==> src/rtl/ala_pkg.sv <==
// ala_pkg: shared constants and types of the address lease allocator
// no dependencies
`timescale 1ns / 1ps
`default_nettype none
package ala_pkg;
  localparam int NUM_SLOTS_DEF     = 64;
  localparam int LEASE_ENTRIES_DEF = 64;
  localparam int CFG_IDX_W = 2;
  localparam int CFG_DATA_W = 32;

  localparam logic [CFG_IDX_W-1:0] REG_SUBNET_PREFIX  = 2'd0;
  localparam logic [CFG_IDX_W-1:0] REG_POOL_START     = 2'd1;
  localparam logic [CFG_IDX_W-1:0] REG_POOL_COUNT     = 2'd2;
  localparam logic [CFG_IDX_W-1:0] REG_LEASE_DURATION = 2'd3;

  localparam logic [23:0] SUBNET_RESET   = 24'hC0A801;
  localparam logic [7:0]  START_RESET    = 8'd100;
  localparam logic [6:0]  COUNT_RESET    = 7'd50;
  localparam logic [31:0] DURATION_RESET = 32'd3600;

  localparam logic [1:0] OP_DISCOVER = 2'd0;
  localparam logic [1:0] OP_REQUEST  = 2'd1;
  localparam logic [1:0] OP_SWEEP    = 2'd2;

  localparam logic [2:0] ST_OFFER      = 3'd0;
  localparam logic [2:0] ST_NO_FREE    = 3'd1;
  localparam logic [2:0] ST_ACK        = 3'd2;
  localparam logic [2:0] ST_NAK        = 3'd3;
  localparam logic [2:0] ST_TABLE_FULL = 3'd4;
  localparam logic [2:0] ST_SWEEP_DONE = 3'd5;

  typedef struct packed {
    logic [23:0] subnet_prefix;
    logic [7:0]  host_base;
    logic [6:0]  pool_count;
    logic [31:0] lease_duration;
  } cfg_t;
endpackage
`default_nettype wire

==> src/rtl/ala_cfg.sv <==
// ala_cfg: configuration register file
// depends on ala_pkg
`timescale 1ns / 1ps
`default_nettype none
module ala_cfg (
  input  wire logic                          clk,
  input  wire logic                          rst,
  input  wire logic                          cfg_we,
  input  wire logic [ala_pkg::CFG_IDX_W-1:0] cfg_index,
  input  wire logic [ala_pkg::CFG_DATA_W-1:0] cfg_data,
  output ala_pkg::cfg_t                      cfg
);
  import ala_pkg::*;
  always_ff @(posedge clk) begin
    if (rst) begin
      cfg.subnet_prefix  <= SUBNET_RESET;
      cfg.host_base      <= START_RESET;
      cfg.pool_count     <= COUNT_RESET;
      cfg.lease_duration <= DURATION_RESET;
    end else if (cfg_we) begin
      case (cfg_index)
        REG_SUBNET_PREFIX:  cfg.subnet_prefix  <= cfg_data[23:0];
        REG_POOL_START:     cfg.host_base      <= cfg_data[7:0];
        REG_POOL_COUNT:     cfg.pool_count     <= cfg_data[6:0];
        REG_LEASE_DURATION: cfg.lease_duration <= cfg_data;
        default: ;
      endcase
    end
  end
endmodule
`default_nettype wire

==> config.mk <==
export PLATFORM = sky130hd
export DESIGN_NAME = ala_cfg
export DESIGN_NICKNAME = d
export VERILOG_FILES = /design/src/rtl/ala_pkg.sv /design/src/rtl/ala_cfg.sv
export SDC_FILE = /design/constraint.sdc
export NUM_CORES = 1
export LEC_CHECK = 0
export BUFFER_PORTS_ARGS = -buffer_cell sky130_fd_sc_hd__buf_2
export CAP_MARGIN = 20
export CORE_ASPECT_RATIO = 0.7
export CORE_MARGIN = 1.5
export CORE_UTILIZATION = 37
export CTS_CLUSTER_DIAMETER = 150
export DETAILED_ROUTE_END_ITERATION = 10
export SETUP_SLACK_MARGIN = 0.02
export SLEW_MARGIN = 0
export SYNTH_ARGS = -nofsm -noshare
export SYNTH_HDL_FRONTEND = slang
export SYNTH_SLANG_ARGS = --single-unit
==> constraint.sdc <==
create_clock -name clk -period 2.8 [get_ports clk]
set_clock_uncertainty 0.1 [all_clocks]
set_input_delay 0.56 -clock clk [delete_from_list [all_inputs] [get_ports clk]]
set_output_delay 0.56 -clock clk [all_outputs]
set_load 0.01 [all_outputs]
==> impl_metrics.env <==
export IMPL_status="finished, final reports clean"
export IMPL_peakVddDrop_uv=248
export IMPL_fin_crit_sh=0.569
export IMPL_track_usage=0.160
export IMPL_ys_seq_elements=71
export IMPL_synth_fp_nets=322
export IMPL_syn_to_final_growth_pct=30.4
export IMPL_n_antenna_cell=0
export IMPL_layout_min_cycle_time_ns=1.59
export IMPL_p_leak_nw=1.82
export IMPL_clock_latency_ns=0.32
export IMPL_synth_cell_types=14
export IMPL_die_area_um2=8500
export IMPL_numCtsBuffers=9
export IMPL_hpwl_um=4630
export IMPL_h_tree_depth=3
export IMPL_finalHoldViolCount=0
export IMPL_fmax_mhz=628
export IMPL_gr_total_overflow=0
export IMPL_place_congestion=0.716
export IMPL_reg_top3="cfg (71)"
export IMPL_ctsRootBufferMaster="clkbuf_16"
export IMPL_vias=2214
export IMPL_grt_first_pass_wirelength_um=10400
export IMPL_final_cells=488
export IMPL_worstPathArrival_ns=1.68
export IMPL_cts_tree="built"
export IMPL_die_height_um=77.6
export IMPL_port_buffers=107
export IMPL_fill_cells=709
export IMPL_preCtsSetupSlack_ns=0.878
export IMPL_drive_above_1_share=0.326
export IMPL_critPathRequiredTime_ns=2.89
export IMPL_initial_core_util=0.393
export IMPL_die_w_um=110
export IMPL_setup_worst_path_end_class="flop"
export IMPL_post_drt_wl_per_cell_um=13.4
export IMPL_min_path_type="flop to flop"
export IMPL_critical_path_peak_fanout=46
export IMPL_cts_setup_buffers=0
export IMPL_hold_slack_ns=0.371
export IMPL_cts_sinks=71
export IMPL_worst_pin_slew_ns=0.630
export IMPL_final_common_cell="buf_2"
export IMPL_ant_nets=0
export IMPL_cts_clk_slew_worst_paths_ns=0.06
export IMPL_clockBufferDepth=2
export IMPL_critPathKind="primary input to flop"
export IMPL_drv_cap=0
export IMPL_largest_reg_flops=71
export IMPL_rsz0062_at_grt="no"
export IMPL_powerDensity_nw_per_um2=622
export IMPL_slew_headroom=0.580
export IMPL_dp_cells=474
export IMPL_final_cell_mix="buf_2 (107), nand2b_1 (86), mux2i_1 (71), dfxtp_1 (71), nor2_1 (29)"
export IMPL_ctsHoldBuffers=0
export IMPL_regMostFlops="cfg"
export IMPL_synth_yosys_seq_area_share=0.483
export IMPL_grt_max_degree=49
export IMPL_setup_slack_ns=1.21
export IMPL_drcViolationCount=0
export IMPL_via_per_inst=4.54
export IMPL_cts_resized_gates=0
export IMPL_grt_pass1_vias=2104
export IMPL_critPathLaunchType="primary input"
export IMPL_drt_iter0_markers=98
export IMPL_drv_slew=0
export IMPL_pin_count=108
export IMPL_syn_area_per_cell_um2=10.3
export IMPL_core_area_um2=7480
export IMPL_nets=424
export IMPL_finalWirelength_um=6550
export IMPL_antenna_found_initial=0
export IMPL_fp_row_count=26
export IMPL_finalSetupViolCount=0
export IMPL_yosysWarningCount=0
export IMPL_synth_cells=285
export IMPL_setup_tns_ns=0
export IMPL_syn_area_um2=2940
export IMPL_drt_first_pass_iters=4
cell type report:
class / instances / area, um2 / share of cell area
repair buffers: 112 / 586 / 0.153
clock buffers: 10 / 239 / 0.0623
multi-input cells: 193 / 1420 / 0.370
well taps: 98 / 123 / 0.0320
flip-flops and latches: 71 / 1420 / 0.371
clock inverters: 4 / 47.5 / 0.0124
kinds of logic after synthesis:
family / Yosys count / synth area share
muxes: 71 / 0.242
buffers and inverters: 21 / 0.0362
and+or+nand+nor: 122 / 0.239
DFF: 71 / 0.483
metal layers:
layer / track usage / vias up / routed length (um) / part of all wire
met5: 0 / - / 0 / 0
met4: 0.0390 / 0 / 46 / 0.0070
met3: 0.0840 / 7 / 654 / 0.10
met2: 0.235 / 74 / 2670 / 0.41
met1: 0.205 / 1002 / 3180 / 0.48
li1: - / 1131 / - / -
synth_stat cells:
master | instances | area [um2]
nor3b_2 | 1 | 12.5
or3b_1 | 1 | 8.76
buf_2 | 7 | 35.0
clkbuf_1 | 10 | 37.5
and3b_1 | 1 | 8.76
buf_4 | 3 | 22.5
and3_1 | 1 | 6.26
mux2i_1 | 71 | 711
buf_6 | 1 | 11.3
nand3_1 | 1 | 5.00
dfxtp_1 | 71 | 1420
nand3b_1 | 2 | 15.0
nand2b_1 | 86 | 538
nor2_1 | 29 | 109
worst paths after layout:
kind / end / slack [ns] / cells after the start / from
hold / removal: cfg[49] / 0.37 / 2 / cfg[49]
hold reg to reg: cfg[49] / 0.37 / 2 / cfg[49]
setup reg to reg: cfg[36] / 2.08 / 2 / cfg[36]
setup / recovery: cfg[46] / 1.21 / 4 / rst
through the flow:
stage                      util  total power, mW  instance area (um2)
final                     0.513             2.39                 3840
after global routing      0.513             2.49                 3840
after CTS                 0.513             2.42                 3840
after detailed placement  0.474             1.31                 3550
after global placement    0.474             1.30                 3550
after floorplan               -             1.22                 2940
worst max-delay path, cell delays in order:
cell,delay (ns)
buf_2,0.49
buf_4,0.34
nand2b_1,0.18
mux2i_1,0.09
power breakdown:
| part | internal, mW | switching, mW | total, mW | leakage (nW) |
|---|---|---|---|---|
| registers | 1.05 | 0.0179 | 1.07 | 0.578 |
| logic | 0.106 | 0.111 | 0.217 | 1.10 |
| clock network | 0.700 | 0.405 | 1.10 | 0.140 |
| total | 1.85 | 0.534 | 2.39 | 1.82 |
Note: power is estimated with default switching activity, not from simulation.
